File: src/dla_pkg.sv
// Shared types and constants for the DHCP lease allocator.
// No dependencies; imported by dla_cmp, dla_ctrl and dhcp_lease_allocator.
`default_nettype none

package dla_pkg;

   localparam int LEASE_ENTRIES_DEF = 16;

   localparam int MAC_W     = 48;
   localparam int TIME_W    = 32;
   localparam int ADDR_W    = 32;
   localparam int COUNT_W   = 32;
   localparam int SLOT_W    = 4;
   localparam int OCTET_W   = 8;
   localparam int ENTRY_W   = MAC_W + TIME_W;

   // request tdata: client_mac, now_seconds
   localparam int REQ_DATA_W   = 80;
   // response tdata: lease_slot, client_address, was_known, allocation_total
   localparam int RSP_FIELDS_W = SLOT_W + ADDR_W + 1 + COUNT_W;
   localparam int RSP_DATA_W   = 72;

   localparam logic [ADDR_W-1:0] SERVER_RESET   = '0;
   localparam logic [TIME_W-1:0] DURATION_RESET = TIME_W'(60 * 60);
   localparam logic [ADDR_W-1:0] PREFIX_MASK    = 32'hFFFF_FF00;

   localparam int CSR_INDEX_W = 1;
   localparam int CSR_DATA_W  = 32;

   typedef enum logic [CSR_INDEX_W-1:0] {
      CSR_SERVER_ADDRESS = 1'b0,
      CSR_LEASE_DURATION = 1'b1
   } csr_index_type;

   typedef enum logic {
      KIND_ALLOCATE = 1'b0,
      KIND_RELEASE  = 1'b1
   } kind_type;

   typedef enum logic [1:0] {
      ST_IDLE,
      ST_SCAN,
      ST_WRITE,
      ST_DONE
   } state_type;

   // compare unit verdict on the entry under inspection
   typedef struct packed {
      logic mac_hit;
      logic slot_free;
   } probe_type;

endpackage

`default_nettype wire

File: src/dla_ram.sv
// Generic single-write, single-read RAM with registered read data.
// No dependencies; holds the lease entries (MAC and expiry).
`default_nettype none

module dla_ram #(
   parameter int WIDTH = 8,
   parameter int DEPTH = 16,
   parameter int AW    = (DEPTH > 1) ? $clog2(DEPTH) : 1
) (
   input  wire logic             clock,
   input  wire logic             wr_en,
   input  wire logic [AW-1:0]    wr_addr,
   input  wire logic [WIDTH-1:0] wr_data,
   input  wire logic             rd_en,
   input  wire logic [AW-1:0]    rd_addr,
   output logic      [WIDTH-1:0] rd_data
);

   logic [WIDTH-1:0] mem_ff [DEPTH];
   logic [WIDTH-1:0] rd_data_ff;

   always_ff @(posedge clock) begin
      if (wr_en) begin
         mem_ff[wr_addr] <= wr_data;
      end
      if (rd_en) begin
         rd_data_ff <= mem_ff[rd_addr];
      end
   end

   assign rd_data = rd_data_ff;

endmodule

`default_nettype wire

File: src/dla_cmp.sv
// Shared compare unit: checks one lease entry against the client MAC and time.
// Depends on dla_pkg.
`default_nettype none

module dla_cmp (
   input  wire logic [dla_pkg::ENTRY_W-1:0] entry_data,
   input  wire logic                        entry_used,
   input  wire logic [dla_pkg::MAC_W-1:0]   key_mac,
   input  wire logic [dla_pkg::TIME_W-1:0]  key_now,
   output dla_pkg::probe_type               probe
);
   import dla_pkg::*;

   logic [MAC_W-1:0]  entry_mac;
   logic [TIME_W-1:0] entry_expiry;

   assign entry_mac    = entry_data[MAC_W-1:0];
   assign entry_expiry = entry_data[ENTRY_W-1:MAC_W];

   always_comb begin
      probe.mac_hit   = entry_used && (entry_mac == key_mac);
      // expiry equal to now still counts as live
      probe.slot_free = !entry_used || (entry_expiry < key_now);
   end

endmodule

`default_nettype wire

File: src/dla_ctrl.sv
// Sequencer for the lease table: walks entries one per cycle, keeps used
// marks and the allocation count, and holds the response register.
// Depends on dla_pkg; drives dla_ram and reads the verdict of dla_cmp.
`default_nettype none

module dla_ctrl #(
   parameter int LEASE_ENTRIES = dla_pkg::LEASE_ENTRIES_DEF,
   parameter int IDX_W         = (LEASE_ENTRIES > 1) ? $clog2(LEASE_ENTRIES) : 1
) (
   input  wire logic                           clock,
   input  wire logic                           reset,
   input  wire logic                           req_tvalid,
   output logic                                req_tready,
   input  wire logic                           req_kind,
   input  wire logic [dla_pkg::MAC_W-1:0]      req_mac,
   input  wire logic [dla_pkg::TIME_W-1:0]     req_now,
   input  wire logic [dla_pkg::ADDR_W-1:0]     server_address,
   input  wire logic [dla_pkg::TIME_W-1:0]     lease_duration,
   output logic                                ram_wr_en,
   output logic      [IDX_W-1:0]               ram_wr_addr,
   output logic      [dla_pkg::ENTRY_W-1:0]    ram_wr_data,
   output logic                                ram_rd_en,
   output logic      [IDX_W-1:0]               ram_rd_addr,
   input  wire dla_pkg::probe_type             probe,
   output logic                                probe_used,
   output logic      [dla_pkg::MAC_W-1:0]      key_mac,
   output logic      [dla_pkg::TIME_W-1:0]     key_now,
   output logic                                rsp_tvalid,
   input  wire logic                           rsp_tready,
   output logic      [dla_pkg::RSP_DATA_W-1:0] rsp_tdata
);
   import dla_pkg::*;

   localparam logic [IDX_W-1:0] LAST_IDX = IDX_W'(LEASE_ENTRIES - 1);

   state_type                state_ff, state_in;
   kind_type                 kind_ff, kind_in;
   logic [MAC_W-1:0]         mac_ff, mac_in;
   logic [TIME_W-1:0]        now_ff, now_in;
   logic [IDX_W-1:0]         cur_ff, cur_in;
   logic [IDX_W-1:0]         slot_ff, slot_in;
   logic                     known_ff, known_in;
   logic                     free_ff, free_in;
   logic [LEASE_ENTRIES-1:0] used_ff, used_in;
   logic [COUNT_W-1:0]       count_ff, count_in;
   logic                     rsp_valid_ff, rsp_valid_in;
   logic [RSP_DATA_W-1:0]    rsp_data_ff, rsp_data_in;

   logic                     accept;
   logic                     last_entry;
   logic [IDX_W-1:0]         next_idx;
   logic                     out_free;
   logic [OCTET_W-1:0]       slot_oct;
   logic [OCTET_W-1:0]       low_octet;
   logic [ADDR_W-1:0]        client_address;

   assign accept     = req_tvalid && req_tready;
   assign last_entry = (cur_ff == LAST_IDX);
   assign next_idx   = last_entry ? '0 : IDX_W'(cur_ff + 1'b1);
   assign out_free   = !rsp_valid_ff || rsp_tready;
   assign probe_used = used_ff[cur_ff];
   assign key_mac    = mac_ff;
   assign key_now    = now_ff;
   assign rsp_tvalid = rsp_valid_ff;
   assign rsp_tdata  = rsp_data_ff;

   // address low octet wraps without touching the prefix
   assign slot_oct       = OCTET_W'(slot_ff);
   assign low_octet      = OCTET_W'(server_address[OCTET_W-1:0] + 8'd1 + slot_oct);
   assign client_address = (server_address & PREFIX_MASK)
                           | {{(ADDR_W-OCTET_W){1'b0}}, low_octet};

   // next state
   always_comb begin
      state_in = state_ff;
      case (state_ff)
         ST_IDLE: begin
            if (accept) state_in = ST_SCAN;
         end
         ST_SCAN: begin
            if (kind_ff == KIND_RELEASE) begin
               if (last_entry) state_in = ST_IDLE;
            end else if (probe.mac_hit || last_entry) begin
               state_in = ST_WRITE;
            end
         end
         ST_WRITE: state_in = ST_DONE;
         ST_DONE: begin
            if (out_free) state_in = ST_IDLE;
         end
         default: state_in = ST_IDLE;
      endcase
   end

   // outputs toward the request side and the RAM
   always_comb begin
      req_tready  = 1'b0;
      ram_rd_en   = 1'b0;
      ram_rd_addr = next_idx;
      ram_wr_en   = 1'b0;
      ram_wr_addr = slot_ff;
      ram_wr_data = {TIME_W'(now_ff + lease_duration), mac_ff};
      case (state_ff)
         ST_IDLE: begin
            req_tready  = 1'b1;
            ram_rd_en   = req_tvalid;
            ram_rd_addr = '0;
         end
         ST_SCAN:  ram_rd_en = 1'b1;
         ST_WRITE: ram_wr_en = 1'b1;
         ST_DONE:  ram_rd_en = 1'b0;
         default:  ram_rd_en = 1'b0;
      endcase
   end

   // datapath next values
   always_comb begin
      kind_in      = kind_ff;
      mac_in       = mac_ff;
      now_in       = now_ff;
      cur_in       = cur_ff;
      slot_in      = slot_ff;
      known_in     = known_ff;
      free_in      = free_ff;
      used_in      = used_ff;
      count_in     = count_ff;
      rsp_valid_in = rsp_valid_ff;
      rsp_data_in  = rsp_data_ff;

      if (rsp_valid_ff && rsp_tready) rsp_valid_in = 1'b0;

      case (state_ff)
         ST_IDLE: begin
            if (accept) begin
               kind_in  = kind_type'(req_kind);
               mac_in   = req_mac;
               now_in   = req_now;
               cur_in   = '0;
               slot_in  = '0;
               known_in = 1'b0;
               free_in  = 1'b0;
            end
         end
         ST_SCAN: begin
            cur_in = next_idx;
            if (kind_ff == KIND_RELEASE) begin
               if (probe.mac_hit) used_in[cur_ff] = 1'b0;
            end else if (probe.mac_hit) begin
               slot_in  = cur_ff;
               known_in = 1'b1;
            end else if (!free_ff && probe.slot_free) begin
               // first unused or expired entry wins
               slot_in = cur_ff;
               free_in = 1'b1;
            end
         end
         ST_WRITE: begin
            if (!known_ff) begin
               used_in[slot_ff] = 1'b1;
               if (!used_ff[slot_ff]) count_in = COUNT_W'(count_ff + 1'b1);
            end
         end
         ST_DONE: begin
            if (out_free) begin
               rsp_valid_in = 1'b1;
               rsp_data_in  = {{(RSP_DATA_W-RSP_FIELDS_W){1'b0}}, count_ff, known_ff,
                               client_address, slot_oct[SLOT_W-1:0]};
            end
         end
         default: rsp_valid_in = rsp_valid_ff;
      endcase
   end

   always_ff @(posedge clock) begin
      if (reset) begin
         state_ff     <= ST_IDLE;
         used_ff      <= '0;
         count_ff     <= '0;
         rsp_valid_ff <= 1'b0;
      end else begin
         state_ff     <= state_in;
         used_ff      <= used_in;
         count_ff     <= count_in;
         rsp_valid_ff <= rsp_valid_in;
      end
   end

   always_ff @(posedge clock) begin
      kind_ff     <= kind_in;
      mac_ff      <= mac_in;
      now_ff      <= now_in;
      cur_ff      <= cur_in;
      slot_ff     <= slot_in;
      known_ff    <= known_in;
      free_ff     <= free_in;
      rsp_data_ff <= rsp_data_in;
   end

endmodule

`default_nettype wire

File: src/dhcp_lease_allocator.sv
// Allocate: walks the entries one per cycle; a known client ends the walk at its
// entry.
// Release: walks every entry, no response. One request in flight; a response waits in
// its output register while the next request is taken.
// Reset clears used marks, allocation count and response valid and loads the config
// defaults; the RAM needs no clearing pass since used marks gate every entry.
`default_nettype none

module dhcp_lease_allocator #(
   parameter int LEASE_ENTRIES = dla_pkg::LEASE_ENTRIES_DEF
) (
   input  wire logic                               clock,
   input  wire logic                               reset,
   input  wire logic                               req_tvalid,
   output logic                                    req_tready,
   // [47:0] client_mac, [79:48] now_seconds
   input  wire logic [dla_pkg::REQ_DATA_W-1:0]     req_tdata,
   // [0] kind
   input  wire logic                               req_tuser,
   output logic                                    rsp_tvalid,
   input  wire logic                               rsp_tready,
   // [3:0] lease_slot, [35:4] client_address, [36] was_known,
   // [68:37] allocation_total, [71:69] zero
   output logic      [dla_pkg::RSP_DATA_W-1:0]     rsp_tdata,
   input  wire logic                               csr_wen,
   input  wire logic [dla_pkg::CSR_INDEX_W-1:0]    csr_index,
   input  wire logic [dla_pkg::CSR_DATA_W-1:0]     csr_wdata
);
   import dla_pkg::*;

   localparam int IDX_W = (LEASE_ENTRIES > 1) ? $clog2(LEASE_ENTRIES) : 1;

   logic [ADDR_W-1:0]  server_ff, server_in;
   logic [TIME_W-1:0]  duration_ff, duration_in;

   logic               ram_wr_en;
   logic [IDX_W-1:0]   ram_wr_addr;
   logic [ENTRY_W-1:0] ram_wr_data;
   logic               ram_rd_en;
   logic [IDX_W-1:0]   ram_rd_addr;
   logic [ENTRY_W-1:0] ram_rd_data;
   probe_type          probe;
   logic               probe_used;
   logic [MAC_W-1:0]   key_mac;
   logic [TIME_W-1:0]  key_now;

   always_comb begin
      server_in   = server_ff;
      duration_in = duration_ff;
      if (csr_wen) begin
         case (csr_index_type'(csr_index))
            CSR_SERVER_ADDRESS: server_in   = csr_wdata;
            CSR_LEASE_DURATION: duration_in = csr_wdata;
            default:            server_in   = server_ff;
         endcase
      end
   end

   always_ff @(posedge clock) begin
      if (reset) begin
         server_ff   <= SERVER_RESET;
         duration_ff <= DURATION_RESET;
      end else begin
         server_ff   <= server_in;
         duration_ff <= duration_in;
      end
   end

   dla_ram #(
      .WIDTH (ENTRY_W),
      .DEPTH (LEASE_ENTRIES),
      .AW    (IDX_W)
   ) u_ram (
      .clock   (clock),
      .wr_en   (ram_wr_en),
      .wr_addr (ram_wr_addr),
      .wr_data (ram_wr_data),
      .rd_en   (ram_rd_en),
      .rd_addr (ram_rd_addr),
      .rd_data (ram_rd_data)
   );

   dla_cmp u_cmp (
      .entry_data (ram_rd_data),
      .entry_used (probe_used),
      .key_mac    (key_mac),
      .key_now    (key_now),
      .probe      (probe)
   );

   dla_ctrl #(
      .LEASE_ENTRIES (LEASE_ENTRIES),
      .IDX_W         (IDX_W)
   ) u_ctrl (
      .clock          (clock),
      .reset          (reset),
      .req_tvalid     (req_tvalid),
      .req_tready     (req_tready),
      .req_kind       (req_tuser),
      .req_mac        (req_tdata[MAC_W-1:0]),
      .req_now        (req_tdata[REQ_DATA_W-1:MAC_W]),
      .server_address (server_ff),
      .lease_duration (duration_ff),
      .ram_wr_en      (ram_wr_en),
      .ram_wr_addr    (ram_wr_addr),
      .ram_wr_data    (ram_wr_data),
      .ram_rd_en      (ram_rd_en),
      .ram_rd_addr    (ram_rd_addr),
      .probe          (probe),
      .probe_used     (probe_used),
      .key_mac        (key_mac),
      .key_now        (key_now),
      .rsp_tvalid     (rsp_tvalid),
      .rsp_tready     (rsp_tready),
      .rsp_tdata      (rsp_tdata)
   );

endmodule

`default_nettype wire

File: config.mk
export PLATFORM = sky130hd
export DESIGN_NAME = dhcp_lease_allocator
export DESIGN_NICKNAME = d
export VERILOG_FILES = /design/src/dla_pkg.sv /design/src/dla_ram.sv /design/src/dla_cmp.sv /design/src/dla_ctrl.sv /design/src/dhcp_lease_allocator.sv
export SDC_FILE = /design/constraint.sdc
export NUM_CORES = 2
export LEC_CHECK = 0
export ABC_CLOCK_PERIOD_IN_PS = 11000
export BUFFER_PORTS_ARGS = -buffer_cell sky130_fd_sc_hd__buf_4
export CAP_MARGIN = 30
export CELL_PAD_IN_SITES_DETAIL_PLACEMENT = 1
export CELL_PAD_IN_SITES_GLOBAL_PLACEMENT = 1
export CORE_ASPECT_RATIO = 2
export CORE_UTILIZATION = 56
export CTS_CLUSTER_SIZE = 10
export DETAILED_ROUTE_END_ITERATION = 10
export PLACE_DENSITY_LB_ADDON = 0.1
export SKIP_LAST_GASP = 1
export SLEW_MARGIN = 15
export SYNTH_ARGS = -nofsm -noshare
export SYNTH_HDL_FRONTEND = slang
export SYNTH_SLANG_ARGS = --single-unit
File: constraint.sdc
create_clock -name clock -period 11 [get_ports clock]
set_input_delay 3.3 -clock clock [delete_from_list [all_inputs] [get_ports clock]]
set_output_delay 3.3 -clock clock [all_outputs]
set_load 0.005 [all_outputs]
* After elaboration in Yosys (flattened, before gate mapping) *
Memories as Yosys holds them, arrays and structs flattened. A register that Yosys moved wholly into a read port is not among the register bits.
Index checks and enable logic that the tools add are counted.

word-level totals
  bits in registers = 275
  RAM bits = 1280
  input bits = 119
  output and inout bits = 74
  word-level logic and storage cells = 116
  memories kept = 1

cells by class
  $add $sub $neg = 5
  $lt $le $gt $ge = 5
  equality and inequality tests = 16
  mux-type cells = 42
  bitwise gates (word level) = 7
  reductions and logical operators = 26

memories
  memory        depth  width  rd ports  clocked after memory_dff  write ports  RTL line       RTL
  u_ram.mem_ff  16     80     1         1                         1            dla_ram.sv:19  logic [WIDTH-1:0] mem_ff [DEPTH];

operators by type and width
  kind                                                        number
  == test 48 bit                                              1
  2-to-1 mux 16 bit                                           3
  adder 32 x 1 -> 32 bit, second input constant               1
  adder 32 bit                                                1
  less-than comparator 32 bit                                 1
  bitwise OR 32 x 8 -> 32 bit                                 1
  case mux 16 bit (2 select lines)                            1
  2-to-1 mux 4 bit                                            6
  2-to-1 mux 1 bit                                            17
  bitwise AND 16 bit                                          1
  inverter 16 bit                                             1
  bitwise OR 16 bit                                           1
  case mux 4 bit (2 select lines)                             2
  AND reduction 4 bit                                         4
  less-than comparator 4 x 5 -> 1 bit, second input constant  2
  2-to-1 mux 2 bit                                            5
  inequality test 2 x 1 -> 1 bit, second input constant       5
  AND reduction 2 bit                                         5
  adder 8 x 1 -> 8 bit, second input constant                 1
  adder 8 x 4 -> 8 bit                                        1
  binary-select mux 1 bit (select 4 bit)                      2
  demux 1 bit (select 4 bit)                                  2
  >= comparator 4 x 1 -> 1 bit, second input constant         2
  case mux 2 bit (4 select lines)                             1
  16 further kinds                                            34

* Depth between registers and ports, before layout *
  depth in word-level cells = 9
  mapped depth = 12
  gate-level depth less buffers = 12

* By module *
From an unflattened synthesis, not the netlist that was laid out.

second synthesis, totals
  cell total of the unflattened synthesis = 3264
  area, all modules = 63872.5 um^2

modules (own cells, without submodules)
  module                instances  cells an instance  area each (um^2)  seq. area each (um^2)
  dla_ram               1          2054               50223.2           40839.2
  dla_ctrl              1          788                9691.8            5825.6
  dhcp_lease_allocator  1          247                2653.8            1281.2
  dla_cmp               1          175                1303.8            0.0

* Worst setup path after synthesis *
No wires, ideal clock.

  kind = register to register
  start point = reg u_ctrl.slot_ff[1] (netlist: u_ctrl.ram_wr_addr[1])
  end point = mem u_ram.mem_ff[0][0] in the netlist's numbering, enable pin
  library setup time = 616 ps
  arrival = 6602 ps
  required time = 10384 ps
  setup slack = 3782 ps
  stages on the path, launching flop included = 4
  path buffers = 1
  clock period less this slack = 7218 ps
  path through = edfxtp_1 clkbuf_1 or3_2 nor3_1

RTL lines
  item                    RTL line         RTL
  start, declared         dla_ctrl.sv:41   logic [IDX_W-1:0] slot_ff, slot_in;
  start signal, assigned  dla_ctrl.sv:193  slot_ff <= slot_in;
  end, declared           dla_ram.sv:19

Straight into the memory's write port.

==> impl_metrics.csv <==
group,metric,value,unit
critical_path,r2r-end,"u_ram.rd_data[40]",
critical_path,crit_slowest_cell,"nor2_1",
cts,cts_tree,"yes",
cells_and_area,nets,5002,
die,core_area,115000,um2
yosys,netlist.area_leader.share,0.699,
cells_and_area,fill_cells,10588,
place,place_area,68600,um2
place,placedCellCount,6133,
routing,wl_per_cell,28.6,um
cells_and_area,syn_to_final_growth,12.8,%
cells_and_area,fin_util,0.639,
min_path,min-delay-path-class,"reg2reg",
place,io_buffers,189,
yosys,syn_inst,4642,
sta,max_freq,0.181,GHz
routing,drtAntennaViolNets,0,
global_routing,grt_pass1_vias,44335,
routing,firstDrtPassIters,5,
yosys,synth_area_leaders,"edfxtp_1 (70%), a211oi_1 (4.6%), nand2_1 (4.6%), dfxtp_1 (3.5%), and2_1 (3.1%)",
place,hpwl,97100,um
global_routing,globalRouteOverflowTotal,0,
sta,period_share,0.502,
routing,wl,182000,um
sta,finalSetupTns,0,ns
place,routabilityCongestion,0.852,
power,vdd_ir_drop_max,0.000155,V
flow_run,drv_cap,0,
critical_path,r2r_slack,6.10,ns
power,leakage,24.6,nW
cts,cts_num_sinks,1635,
critical_path,crit_chain,"nor2_1, buf_4",
cells_and_area,layout.cells.non_filler,6369,
power,power,13.7,mW
sta,report.final.slew_viol_count,0,
die,die_area,118000,um2
cts,clock_path_buffers,3,
routing,drtIter0Drc,3160,
yosys,synth_cell_types,66,
yosys,synth_seq_area_share,0.735,
cts,cts_buffers,181,
sta,slew-limit-headroom,0.268,
cts,cts_root_buf,"clkbuf_16",
cells_and_area,final-seq-area,47900,um2
critical_path,critPathKind,"reg2out",
critical_path,cp-start-kind,"flop",
cts,cts_setup_buffers,0,
critical_path,rr_startpoint,"u_ctrl.cur_ff[0]",
yosys,synth_edf_count,1520,
global_routing,grt_use_total,0.310,
sta,min_period,5.53,ns
yosys,netlist_area,65300,um2
yosys,synth-async-reset-ratio,0,
cts,clk_pin_slew,0.06,ns
cts,cts.htree.levels,4,
sta,setup_viol,0,
routing,num_vias,40988,
critical_path,endpoint,"req_tready",
yosys,syn_area_per_cell,14.1,um2
critical_path,slowest_delay,0.70,ns
cells_and_area,fin_area,73600,um2
yosys,yosys_warnings,0,
critical_path,cp.required,7.70,ns
routing,vias_per_cell,6.44,
cells_and_area,drive_gt1_frac,0.111,
critical_path,reg2reg_depth,11,
die,core.rowCount,176,
global_routing,grt_max_degree,209,
global_routing,grt_pass1_wl,271000,um
yosys,synthTopCellsByCount,"edfxtp_1 (1520), nand2_1 (806), a211oi_1 (404)",
yosys,yosysTopAreaCell,"edfxtp_1",
sta,rsz0062_at_grt,"false",
critical_path,endpoint_kind,"output port",
power,cellPowerDensity,186,nW/um2
cts,cts_resized,0,
sta,final.setup_skew,0.0262,ns
routing,drc_errors,0,
cts,insertion_delay,0.79,ns
die,die_w,243,um
die,ioPinCount,193,
cts,hold_buffers,0,
critical_path,arrival,2.23,ns
status,status,"completed",
die,die_y,485,um
critical_path,critPathMaxFanout,14,
yosys,synthFlopType,"edfxtp_1",
yosys,yosysMostFrequentCell,"edfxtp_1",
yosys,synth_seq_cells,1635,
global_routing,antenna_found_initial,1,
cells_and_area,multiInputGateArea,16100,um2
sta,tightest_slew,1.10,ns
sta,hold_viol_final,0,
die,start_util,0.567,
where the power goes:
part	internal [mW]	switching, mW
sequential	7.00	0.123
combinational	0.404	0.876
clock	3.04	2.29
layout by cell type (no fill, tap or decap), drive strengths merged, types with 24 or more instances in the layout:
cell type	count
xnor2	77
nand2	806
o21ai	24
buf	291
edfxtp	1520
dfxtp	115
and2	325
a21oi	278
xor2	30
inv	64
a311oi	177
ha	71
nor2	84
nand4	26
clkbuf	223
nand3	25
a31oi	167
a211oi	404
worst max-delay path: cells and delay by family, from the launching register on:
kind	cells	cell delay, ns
simple gates	1	0.70
flops	1	0.52
buf+inv	1	0.23
metal layers:
layer | part of all wire | track usage
met4 | 0.042 | 0.140
met3 | 0.051 | 0.0352
met2 | 0.54 | 0.564
met1 | 0.37 | 0.364
met5 | 0 | 0
cell type report:
class / count / share of cell area
flip-flops and latches: 1635 / 0.651
multi-input cells: 2640 / 0.219
clock buffers: 221 / 0.0656
repair buffers: 293 / 0.0339
well taps: 1513 / 0.0257
inverters: 59 / 0.00304
clock inverters: 7 / 0.00150
diodes: 1 / 0.0000340
sequential cells by signal, indices dropped and copies added (netlist names), named ones only:
name	count
u_ctrl.cur_ff	4
u_ram.rd_data	80
u_ctrl.rsp_tdata	69
u_ctrl.key_mac	48
u_ctrl.state_ff	1
server_ff	32
u_ctrl.used_ff	16
u_ctrl.free_ff	1
duration_ff	32
u_ctrl.ram_wr_addr	4
u_ctrl.rsp_tvalid	1
u_ctrl.kind_ff	1
u_ctrl.count_ff	32
u_ctrl.known_ff	1
u_ctrl.key_now	32
u_ram.mem_ff	1280
metrics by stage:
step / worst slack, ns / hold slack (ns)
6_report: 5.47 / 0.430
3_3_place_gp: 5.51 / 0.412
5_1_grt: 5.39 / 0.444
2_1_floorplan: 3.78 / 0.408
3_5_place_dp: 5.56 / 0.417
4_1_cts: 5.46 / 0.429
how the worst min path moves through the flow:
| stage | start | endpoint | slack [ns] | cells past startpoint |
|---|---|---|---|---|
| floorplan | server_ff[8] | u_ctrl.rsp_tdata[12] | 0.41 | 0 |
| global placement | server_ff[24] | u_ctrl.rsp_tdata[28] | 0.41 | 0 |
| detailed placement | server_ff[12] | u_ctrl.rsp_tdata[16] | 0.42 | 0 |
| CTS | server_ff[12] | u_ctrl.rsp_tdata[16] | 0.43 | 0 |
| global route | server_ff[21] | u_ctrl.rsp_tdata[25] | 0.44 | 0 |
| finish | server_ff[9] | u_ctrl.rsp_tdata[13] | 0.43 | 0 |
logic make-up after synthesis:
kind of cell	share of synthesized area
other	0.0000575
DFF	0.735
AOI/OAI and AO/OA	0.116
adders and majority gates	0.0142
and+or+nand+nor	0.0951
xor gates and xnor gates	0.0144
muxes	0.00410
buffers and inverters	0.0216
Power figures use the tool's default switching activity.
